### config.mk
export PLATFORM = sky130hd
export DESIGN_NAME = wrs_ctrl
export DESIGN_NICKNAME = d
export VERILOG_FILES = /design/src/design/water_ripple_stencil_assert.svh /design/src/design/wrs_pkg.sv /design/src/design/wrs_ctrl.sv
export SDC_FILE = /design/constraint.sdc
export NUM_CORES = 1
export LEC_CHECK = 0
export BUFFER_PORTS_ARGS = -buffer_cell sky130_fd_sc_hd__buf_4
export CAP_MARGIN = 20
export CORE_MARGIN = 10
export CORE_UTILIZATION = 40
export DETAILED_ROUTE_END_ITERATION = 8
export SETUP_SLACK_MARGIN = 0.2
export SYNTH_ARGS = -nofsm -noshare
export SYNTH_HDL_FRONTEND = slang
export SYNTH_SLANG_ARGS = --single-unit
### constraint.sdc
create_clock -name clock -period 2.27 [get_ports clock]
set_clock_uncertainty 0.2 [all_clocks]
set_input_delay 0.3405 -clock clock [delete_from_list [all_inputs] [get_ports clock]]
set_output_delay 0.3405 -clock clock [all_outputs]
set_load 0.01 [all_outputs]
### src/design/water_ripple_stencil_assert.svh
// Assertion macros for the water ripple stencil RTL.
// Included by the top level; depends on nothing else.
`ifndef WATER_RIPPLE_STENCIL_ASSERT_SVH
`define WATER_RIPPLE_STENCIL_ASSERT_SVH

// Consequent must hold in the same cycle as the antecedent.
`define WRS_ASSERT_SAME(label, clk, rst, ante, cons, msg) \
   label: assert property (@(posedge clk) disable iff (rst) (ante) |-> (cons)) else $error(msg);

// Consequent must hold in the cycle after the antecedent.
`define WRS_ASSERT_NEXT(label, clk, rst, ante, cons, msg) \
   label: assert property (@(posedge clk) disable iff (rst) (ante) |=> (cons)) else $error(msg);

`endif

### src/design/wrs_pkg.sv
// Package for the water ripple stencil: grid geometry, action codes and
// the command and status words between controller and datapath. No dependencies.
package wrs_pkg;

   localparam int GRID_SIDE     = 32;
   localparam int CELL_W        = 8;
   localparam int LANE_CNT      = 8;
   localparam int LANE_SEL_W    = $clog2(LANE_CNT);
   localparam int WORD_W        = CELL_W * LANE_CNT;
   localparam int WORDS_PER_ROW = GRID_SIDE / LANE_CNT;
   localparam int WORD_SEL_W    = $clog2(WORDS_PER_ROW);
   localparam int ROW_W         = $clog2(GRID_SIDE);
   localparam int COL_W         = $clog2(GRID_SIDE);
   localparam int MAP_WORDS     = GRID_SIDE * WORDS_PER_ROW;
   localparam int ADDR_W        = $clog2(MAP_WORDS);
   localparam int ROW_BITS      = WORD_W * WORDS_PER_ROW;
   localparam int WIN_ROWS      = 3;
   localparam int ROWOFF_W      = 2;
   localparam int LOAD_CNT      = WIN_ROWS * WORDS_PER_ROW;
   localparam int LOAD_IDX_W    = ROWOFF_W + WORD_SEL_W;
   localparam int SUM_W         = CELL_W + 3;
   localparam int SHIFT_W       = 3;
   localparam int ACTION_W      = 2;

   localparam logic [SHIFT_W-1:0] DAMPING_RESET = 3'd2;

   localparam logic [ACTION_W-1:0] ACT_ADD   = 2'd0;
   localparam logic [ACTION_W-1:0] ACT_SET   = 2'd1;
   localparam logic [ACTION_W-1:0] ACT_FRAME = 2'd2;
   localparam logic [ACTION_W-1:0] ACT_READ  = 2'd3;

   typedef struct packed {
      logic                  latch_req;
      logic                  clear_wr;
      logic [ADDR_W-1:0]     clear_addr;
      logic                  rmw_rd;
      logic                  rmw_wr;
      logic                  rd_rd;
      logic                  ld_issue;
      logic [ROWOFF_W-1:0]   ld_rowoff;
      logic                  calc_wr;
      logic [WORD_SEL_W-1:0] word;
      logic [ROW_W-1:0]      frame_row;
      logic                  swap;
      logic                  load_rsp;
   } wrs_cmd_type;

   typedef struct packed {
      logic                rsp_free;
      logic [ACTION_W-1:0] action;
   } wrs_sts_type;

endpackage

### src/design/wrs_ctrl.sv
// Controller for the water ripple stencil: clearing pass, item sequencing
// and the frame walk over rows and words. Depends on wrs_pkg.
module wrs_ctrl import wrs_pkg::*; (
   input  logic        clock,
   input  logic        reset,
   input  logic        req_valid,
   output logic        req_stall,
   input  wrs_sts_type sts,
   output wrs_cmd_type cmd
);

   localparam logic [2:0] ST_CLEAR  = 3'd0;
   localparam logic [2:0] ST_IDLE   = 3'd1;
   localparam logic [2:0] ST_ACCESS = 3'd2;
   localparam logic [2:0] ST_MODIFY = 3'd3;
   localparam logic [2:0] ST_LOAD   = 3'd4;
   localparam logic [2:0] ST_DRAIN  = 3'd5;
   localparam logic [2:0] ST_CALC   = 3'd6;
   localparam logic [2:0] ST_RESULT = 3'd7;

   logic [2:0]            state_ff, state_in;
   logic [ADDR_W-1:0]     clear_ff, clear_in;
   logic [ROW_W-1:0]      row_ff, row_in;
   logic [LOAD_IDX_W-1:0] cnt_ff, cnt_in;

   always_ff @(posedge clock) begin
      if (reset) begin
         state_ff <= ST_CLEAR;
         clear_ff <= '0;
         row_ff   <= '0;
         cnt_ff   <= '0;
      end else begin
         state_ff <= state_in;
         clear_ff <= clear_in;
         row_ff   <= row_in;
         cnt_ff   <= cnt_in;
      end
   end

   assign req_stall = (state_ff != ST_IDLE);

   always_comb begin
      state_in      = state_ff;
      clear_in      = clear_ff;
      row_in        = row_ff;
      cnt_in        = cnt_ff;
      cmd           = '0;
      cmd.clear_addr = clear_ff;
      cmd.frame_row = row_ff;
      cmd.word      = cnt_ff[WORD_SEL_W-1:0];
      cmd.ld_rowoff = cnt_ff[LOAD_IDX_W-1:WORD_SEL_W];
      case (state_ff)
         ST_CLEAR: begin
            cmd.clear_wr = 1'b1;
            clear_in = clear_ff + ADDR_W'(1);
            if (clear_ff == ADDR_W'(MAP_WORDS - 1)) begin
               state_in = ST_IDLE;
            end
         end
         ST_IDLE: begin
            if (req_valid) begin
               cmd.latch_req = 1'b1;
               state_in = ST_ACCESS;
            end
         end
         ST_ACCESS: begin
            case (sts.action)
               ACT_ADD, ACT_SET: begin
                  cmd.rmw_rd = 1'b1;
                  state_in = ST_MODIFY;
               end
               ACT_READ: begin
                  cmd.rd_rd = 1'b1;
                  state_in = ST_RESULT;
               end
               default: begin
                  row_in   = ROW_W'(1);
                  cnt_in   = '0;
                  state_in = ST_LOAD;
               end
            endcase
         end
         ST_MODIFY: begin
            cmd.rmw_wr = 1'b1;
            state_in = ST_RESULT;
         end
         ST_LOAD: begin
            cmd.ld_issue = 1'b1;
            if (cnt_ff == LOAD_IDX_W'(LOAD_CNT - 1)) begin
               cnt_in   = '0;
               state_in = ST_DRAIN;
            end else begin
               cnt_in = cnt_ff + LOAD_IDX_W'(1);
            end
         end
         ST_DRAIN: begin
            state_in = ST_CALC;
         end
         ST_CALC: begin
            cmd.calc_wr = 1'b1;
            if (cnt_ff[WORD_SEL_W-1:0] == WORD_SEL_W'(WORDS_PER_ROW - 1)) begin
               cnt_in = '0;
               if (row_ff == ROW_W'(GRID_SIDE - 2)) begin
                  cmd.swap = 1'b1;
                  state_in = ST_RESULT;
               end else begin
                  row_in   = row_ff + ROW_W'(1);
                  state_in = ST_LOAD;
               end
            end else begin
               cnt_in = cnt_ff + LOAD_IDX_W'(1);
            end
         end
         ST_RESULT: begin
            if (sts.rsp_free) begin
               cmd.load_rsp = 1'b1;
               state_in = ST_IDLE;
            end
         end
         default: begin
            state_in = ST_IDLE;
         end
      endcase
   end

endmodule

Word-level counts from Yosys, hierarchy flattened
Index checks and enable logic that the tools add are counted.

Latch bits: 0. RAM bits: 0. Output and inout bits: 26. Memories kept: 0. Bits in read-only memories: 0. Word-level logic and storage cells: 68. Input bits: 6. Flip-flop bits (word level): 19.

Magnitude comparators: 0. Add/subtract/negate cells: 3. Reduce and logical (&&, ||, !) cells: 9. Equality and inequality tests: 21. Multiplexer cells: 31. Shift operators: 0. Multipliers: 0. Bitwise gates (word level): 0. Divide/modulo/power cells: 0.

Operators with widths (number): 3-bit one-hot mux with 8 select lines (1); 1-bit 2-to-1 mux (15); 3-bit 2-to-1 mux (5); 5-bit 2-to-1 mux (3); 2-bit inequality test (second input constant) (7); 3-bit == test (second input constant) (4); 4-bit 2-to-1 mux (3); 4-bit one-hot mux with 3 select lines (1); 5-bit one-hot mux with 2 select lines (1); 7-bit by 1-bit adder with 7-bit output (second input constant) (1); 7-bit == test (second input constant) (1); 3-bit by 2-bit == test with 1-bit output (second input constant) (2); 3-bit one-hot mux with 2 select lines (1); 5-bit by 1-bit adder with 5-bit output (second input constant) (1); 5-bit == test (second input constant) (1); 5-bit AND reduction (1); 4-bit by 1-bit adder with 4-bit output (second input constant) (1); 2-bit == test (second input constant) (2); 4-bit == test (second input constant) (1); 4-bit AND reduction (1); 3-bit by 1-bit == test with 1-bit output (second input constant) (1); 3-bit logical NOT (1); 3-bit by 1-bit inequality test with 1-bit output (second input constant) (1); 3-bit nonzero test (1); other kinds (7) (7).

Depth between registers and ports, before layout
Gate-level depths: netlist (run 1).

Depth in word-level cells: 4. Depth in mapped cells: 7. Gate-level depth less buffers: 7.

Worst setup path after synthesis (run 1)
Ideal clock, no wire load.

Kind: reg-to-reg. Start: register row_ff[1]. End: register row_ff[2]. Path slack: 0.555 ns. Path buffers: 0. Stages on the path, launching flop included: 6. Data arrival time: 1.454 ns. Library setup time: 0.061 ns. Clock period less this slack: 1.715 ns. Data required time: 2.009 ns. Cell sequence: dfxtp_1 -> ha_1 -> nand4_1 -> and4_4 -> a2111oi_0 -> nand2b_1.

Word-level cells in the longest chain between the ends: 4. Elaborated cells between the ends (all ways): 7.

Ends and longest elaborated chain: start: declaration (line wrs_ctrl.sv:23) `logic [ROW_W-1:0] row_ff, row_in;`; start signal: assignment (line wrs_ctrl.sv:35) `row_ff <= row_in;`; 5-bit by 1-bit adder with 5-bit output (line wrs_ctrl.sv:107) `row_in = row_ff + ROW_W'(1);`; 5-bit 2-to-1 mux (line wrs_ctrl.sv:103) `if (row_ff == ROW_W'(GRID_SIDE - 2)) begin`; 5-bit 2-to-1 mux (line wrs_ctrl.sv:101) `if (cnt_ff[WORD_SEL_W-1:0] == WORD_SEL_W'(WORDS_PER_ROW - 1)) begin`; 5-bit one-hot mux with 2 select lines (line wrs_ctrl.sv:52) `case (state_ff)`.

Parallel ways exist; a longest one is shown, timed or not. The select of a mux whose other input is x is not followed. A chain may end at the register's enable or synchronous reset.

==> flow_metrics.py, run 1 <==
metrics = {
    "sta": {
        "finalSetupTns_ps": 0,
        "tightest_slew_ps": 387,
        "drv_slew": 0,
        "timing.fmax_mhz": 518,
        "min_period_ps": 1930,
        "rsz0062_at_grt": "false",
        "fin_crit_sh_pct": 85.0,
        "max-slew-margin-rel_pct": 74.2,
        "setup_viol": 0,
        "hold_viol": 0,
    },
    "routing": {
        "totalWireLength_um": 2850,
        "vias": 1111,
        "drt_iter0_drc": 75,
        "drc": 0,
        "first_pass_iters": 4,
        "wl_per_cell_um": 14.2,
        "ant_nets": 0,
        "vias_per_cell": 5.53,
    },
    "die": {
        "fp.dieW_um": 72.9,
        "ios": 32,
        "die-area_um2": 5320,
        "row_count": 19,
        "start_util_pct": 41.3,
        "core_um2": 2710,
        "die_h_um": 72.9,
    },
    "synthesis": {
        "syn_inst": 137,
        "synth_cell_types": 44,
        "synth_commonest_cells": "dfxtp_1, nor2_1, nand2_1",
        "ys.flop_type": "dfxtp_1",
        "ys_warn_count": 0,
        "synth.avg_cell_area_um2": 8.17,
        "yosysMostFrequentCell": "dfxtp_1",
        "syn-num-nets": 148,
        "synthTopCellsByArea": "dfxtp_1, ha_1, nor2_1",
        "synth.top_cell.area_share_pct": 34.0,
        "synth_edf_count": 0,
        "synth_seq_cells": 19,
        "async_reset_ff_share_pct": 0,
        "ys_seq_area_share_pct": 34.0,
        "syn_area_um2": 1120,
        "synth_area_leader_cell": "dfxtp_1",
    },
    "setup_path": {
        "start_kind": "flip-flop",
        "r2r_slack_ps": 420,
        "arrival_ps": 1390,
        "path_max_fanout": 8,
        "path_class": "reg -> out",
        "required_ps": 1730,
        "endpoint": "cmd[1]",
        "r2r_cells": 7,
        "startpoint": "state_ff[2]",
        "endpoint_kind": "output pin",
        "r2r-start": "row_ff[0]",
        "r2r_end": "row_ff[1]",
    },
    "clocking": {
        "cts.clk_slew.worst_paths_ps": 110,
        "cts_tree": "yes",
        "cts_buffer_depth": 2,
        "clock-sinks": 19,
        "clockRootBuffer": "clkbuf_4",
        "h-tree-depth": 1,
        "hold_buffers": 0,
        "insertion_delay_ps": 290,
        "cts_inserted_buffers": 3,
    },
    "power": {
        "seqPwrFrac_pct": 61.7,
        "power_leakage_nw": 0.589,
        "p_int_mw": 0.428,
        "clock_power_share_pct": 30.2,
        "power.total_mw": 0.559,
        "switchingPower_mw": 0.131,
        "p_per_area_nw_per_um2": 390,
        "vdd_drop_max_uv": 281,
        "p_comb_share_pct": 8.0,
        "switching_share_pct": 23.4,
    },
    "grt": {
        "grt_overflow": 0,
        "grt_first_pass_wirelength_um": 4750,
        "grtUsageTotal_pct": 10.6,
        "antenna_found_initial": 0,
        "grt_max_degree": 20,
        "grt_pass1_vias": 1092,
    },
    "placed_design": {
        "port_buffers": 31,
        "dp.final_hpwl_um": 2170,
        "gp_congestion": 0.882,
    },
    "outcome": {
        "status": "finished clean",
    },
    "layout": {
        "drive_gt1_share_pct": 29.4,
        "diodes": 0,
        "nets": 182,
        "final_core_util_pct": 52.8,
        "syn_to_final_growth_pct": 27.8,
    },
    "hold_path": {
        "hold_class": "in -> reg",
    },
    "run": {
        "cap_viol_max_count": 0,
    },
}
-- worst min path at each step --
| stage | cells past startpoint | to | from | slack [ps] |
|---|---|---|---|---|
| 2_1_floorplan | 2 | row_ff[4] | row_ff[4] | 300 |
| 3_3_place_gp | 2 | row_ff[4] | row_ff[4] | 280 |
| 3_5_place_dp | 2 | row_ff[4] | row_ff[4] | 290 |
| 4_1_cts | 2 | row_ff[1] | reset | 160 |
| 5_1_grt | 2 | clear_ff[3] | reset | 160 |
| 6_report | 2 | row_ff[1] | reset | 170 |
-- layout by cell type, fill, tap and decap left out, types with 2 or more instances in the layout --
cell type | Yosys | final
buf_4 | 0 | 35
dfxtp_1 | 19 | 16
nor2_1 | 13 | 13
nand2_1 | 11 | 11
a21oi_1 | 8 | 8
inv_1 | 6 | 6
nand3_1 | 6 | 6
nand4_1 | 6 | 6
nor3_1 | 6 | 5
nand2b_1 | 5 | 5
o21ai_0 | 4 | 4
xor2_1 | 4 | 4
ha_1 | 5 | 4
mux2i_1 | 3 | 3
a22oi_1 | 3 | 3
clkbuf_4 | 0 | 3
dfxtp_2 | 0 | 3
nor2b_1 | 2 | 2
and3_1 | 2 | 2
a211oi_1 | 2 | 2
or3_1 | 2 | 2
nand3b_1 | 2 | 2
-- stage by stage --
stage / std cells / setup WS, ps / area [µm²] / hold WS [ps]
6_report: 201 / 341 / 1430 / 167
5_1_grt: 201 / 218 / 1430 / 164
4_1_cts: 199 / 207 / 1410 / 160
3_5_place_dp: 195 / 432 / 1380 / 285
3_3_place_gp: 195 / 458 / 1380 / 280
2_1_floorplan: 137 / 555 / 1120 / 299
-- metal layers --
metal / vias up / global-route usage [%] / routed length [µm]
li1: 564 / - / -
met4: 0 / 3.80 / 17
met2: 27 / 16.9 / 1320
met1: 518 / 12.8 / 1300
met3: 2 / 3.81 / 213
met5: - / 0 / 0
-- layout make-up --
type / instances / area [µm²]
Tap cell: 31 / 38.8
Multi-Input combinational cell: 105 / 693
Inverter: 7 / 26.3
Fill cell: 273 / 1280
Timing Repair Buffer: 35 / 263
Sequential cell: 19 / 384
Clock buffer: 4 / 26.3
-- power by group through the flow --
stage               clock network (mW)  logic [mW]  registers, mW
floorplan                            0      0.0224          0.354
global placement                     0      0.0449          0.352
detailed placement                   0      0.0455          0.353
CTS                              0.177      0.0457          0.345
global route                     0.187      0.0515          0.346
finish                           0.169      0.0449          0.345
-- worst max-delay path, cell delays in order (launching register included) --
cell	delay, ps
dfxtp_2	440
nor2b_1	210
nand2_1	120
nor3_2	180
buf_4	150
-- registers in the layout, summed over array words and instances, names as in the netlist --
name,count
state_ff,3
row_ff,5
cnt_ff,4
clear_ff,7
-- kinds of logic (layout without fill, tap and decap cells) --
group | after synthesis | after routing | share of synthesized area (%)
xor+xnor | 5 | 5 | 3.91
simple gates | 62 | 62 | 31.1
fa+ha+maj | 5 | 5 | 5.59
compound gates | 30 | 30 | 18.0
mux | 3 | 3 | 2.68
flops | 19 | 19 | 34.0
buf+inv | 13 | 46 | 4.80
-- repair_timing --
action / CTS / global route
hold endpoints to repair: 0 / 0
pin swaps: 1 / 0
buffers inserted: 0 / 2
gates cloned: 0 / 0
endpoints found under the setup margin: 3 / 6
resized for setup: 2 / 3
(Power assumes the default switching activity.)
==> run 2, diff against run 1 <==
Clock period 2.27 ns to 1.8 ns, I/O delays scaled along.
==> run 2 against run 1 <==
Cell count rose by 17%. Sequential cell count is the same. Power is 28% higher. Clock power grew 32%. Global-route usage grew 3.4 points. Clock-buffer cell count shrank 1. Setup slack worse by 320 ps. Combinational power is 49% higher. Sequential power grew 24%. Hold slack got worse by 72 ps. Utilization is 23 points higher. Non-clock buffer count increased by 35. Largest power group unchanged.
==> flow_metrics.py, run 2 (synthesis gave the netlist of run 1 again) <==
metrics = {
    "routing": {
        "vias": 1297,
        "wl_met1_um": 1670,
        "drt_iter0_drc": 57,
        "highest_layer": "met4",
        "wl_met3_um": 133,
        "totalWireLength_um": 4030,
        "ant_nets": 0,
        "drc": 0,
        "first_pass_iters": 4,
        "vias_per_cell": 5.50,
        "wl_per_cell_um": 17.1,
        "dr_wl_met2_um": 2120,
    },
    "die": {
        "core_um2": 2710,
        "die_h_um": 72.9,
        "ios": 32,
        "start_util_pct": 41.3,
        "row_count": 19,
        "fp.dieW_um": 72.9,
        "die-area_um2": 5320,
    },
    "layout": {
        "final_common_cell": "buf_4",
        "largest_registers": "clear_ff (7), row_ff (5), cnt_ff (4)",
        "regMostFlops": "clear_ff",
        "diodes": 0,
        "final_cell_mix": "buf_4, buf_6, dfxtp_1",
        "nets": 217,
        "largest_register_ff_count": 7,
        "instances_no_fill": 236,
        "final_core_util_pct": 75.5,
        "drive_gt1_share_pct": 60.5,
        "syn_to_final_growth_pct": 82.7,
        "design_area_um2": 2050,
    },
    "placed_design": {
        "dp.final_hpwl_um": 2270,
        "gp_congestion": 0.811,
        "preCtsSetupSlack_ps": 58.6,
        "dp_cells": 203,
        "port_buffers": 31,
        "place_area_um2": 1450,
    },
    "sta": {
        "max-slew-margin-rel_pct": 72.8,
        "tightest_slew_ps": 408,
        "drv_slew": 0,
        "finalSetupTns_ps": 0,
        "setup_ws_ps": 23.3,
        "timing.fmax_mhz": 563,
        "whs_ps": 94.2,
        "setup_viol": 0,
        "fin_crit_sh_pct": 98.7,
        "hold_viol": 0,
        "min_period_ps": 1780,
        "rsz0062_at_grt": "true",
    },
    "setup_path": {
        "required_ps": 1820,
        "critPathBufInv": 4,
        "critPathTopFamily": "buffers and inverters",
        "start_kind": "flip-flop",
        "cpMostUsedCell": "buf_6",
        "path_max_fanout": 4,
        "cp_cell_sequence": "inv_2, ha_4, nand4_1, buf_4, buf_6, buf_6, nand4_4, a21oi_2, mux2i_1",
        "arrival_ps": 1800,
        "slowest_delay_ps": 370,
        "path_class": "reg -> reg",
        "endpoint_kind": "flip-flop",
        "slowest_stage": "dfxtp_4",
    },
    "clocking": {
        "clockRootBuffer": "clkbuf_4",
        "clock-sinks": 19,
        "cts_inserted_buffers": 3,
        "h-tree-depth": 1,
        "cts.clk_slew.worst_paths_ps": 120,
        "insertion_delay_ps": 300,
        "cts_tree": "yes",
        "cts_buffer_depth": 2,
        "hold_buffers": 0,
    },
    "grt": {
        "grt_overflow": 0,
        "grt_max_degree": 20,
        "grt_pass1_vias": 1283,
        "antenna_found_initial": 0,
        "grtUsageTotal_pct": 14.0,
        "grt_first_pass_wirelength_um": 6150,
    },
    "power": {
        "vdd_drop_max_uv": 515,
        "power_leakage_nw": 0.843,
        "p_per_area_nw_per_um2": 350,
        "power.total_mw": 0.717,
    },
    "outcome": {
        "status": "finished clean",
    },
    "hold_path": {
        "hold_class": "in -> reg",
    },
    "run": {
        "cap_viol_max_count": 0,
    },
}
## run 2: cell types whose count changed in the layout (fill, tap and decap cells not counted), sizes merged
cell	before	now
clkbuf	4	3
buf	35	70
clkinv	0	1
## run 2: what timing repair did
| action | 4_1_cts | 5_1_grt |
|---|---|---|
| gates resized for setup | 61 | 25 |
| pin swaps | 21 | 15 |
| hold endpoints to repair | 0 | 0 |
| setup buffers | 20 | 9 |
| endpoints found under the setup margin | 19 | 24 |
| cloned | 0 | 0 |
## run 2: layout make-up
cell class | count | area, µm²
Fill cell | 186 | 664
Clock inverter | 1 | 5.00
Inverter | 7 | 36.3
Timing Repair Buffer | 70 | 619
Clock buffer | 3 | 22.5
Sequential cell | 19 | 404
Multi-Input combinational cell | 105 | 920
Tap cell | 31 | 38.8
## run 2: final timing paths
path,slack (ps),endpoint,cells past startpoint,startpoint
max reg2reg,20,row_ff[3],9,row_ff[0]
min,90,cnt_ff[1],2,reset
min reg2reg,300,row_ff[4],2,row_ff[4]
max,20,row_ff[3],9,row_ff[0]
## run 2: report_power, final
part	total [mW]	switching (mW)	internal, mW
registers	0.427	0.00949	0.417
clock network	0.223	0.140	0.0828
logic	0.0671	0.0354	0.0317
total	0.717	0.185	0.532
## run 2: layer usage
layer  global-route usage (%)  vias up
li1                         -      634
met2                     25.8       27
met3                     2.99       12
met1                     15.5      624
met5                        0        -
met4                     4.43        0
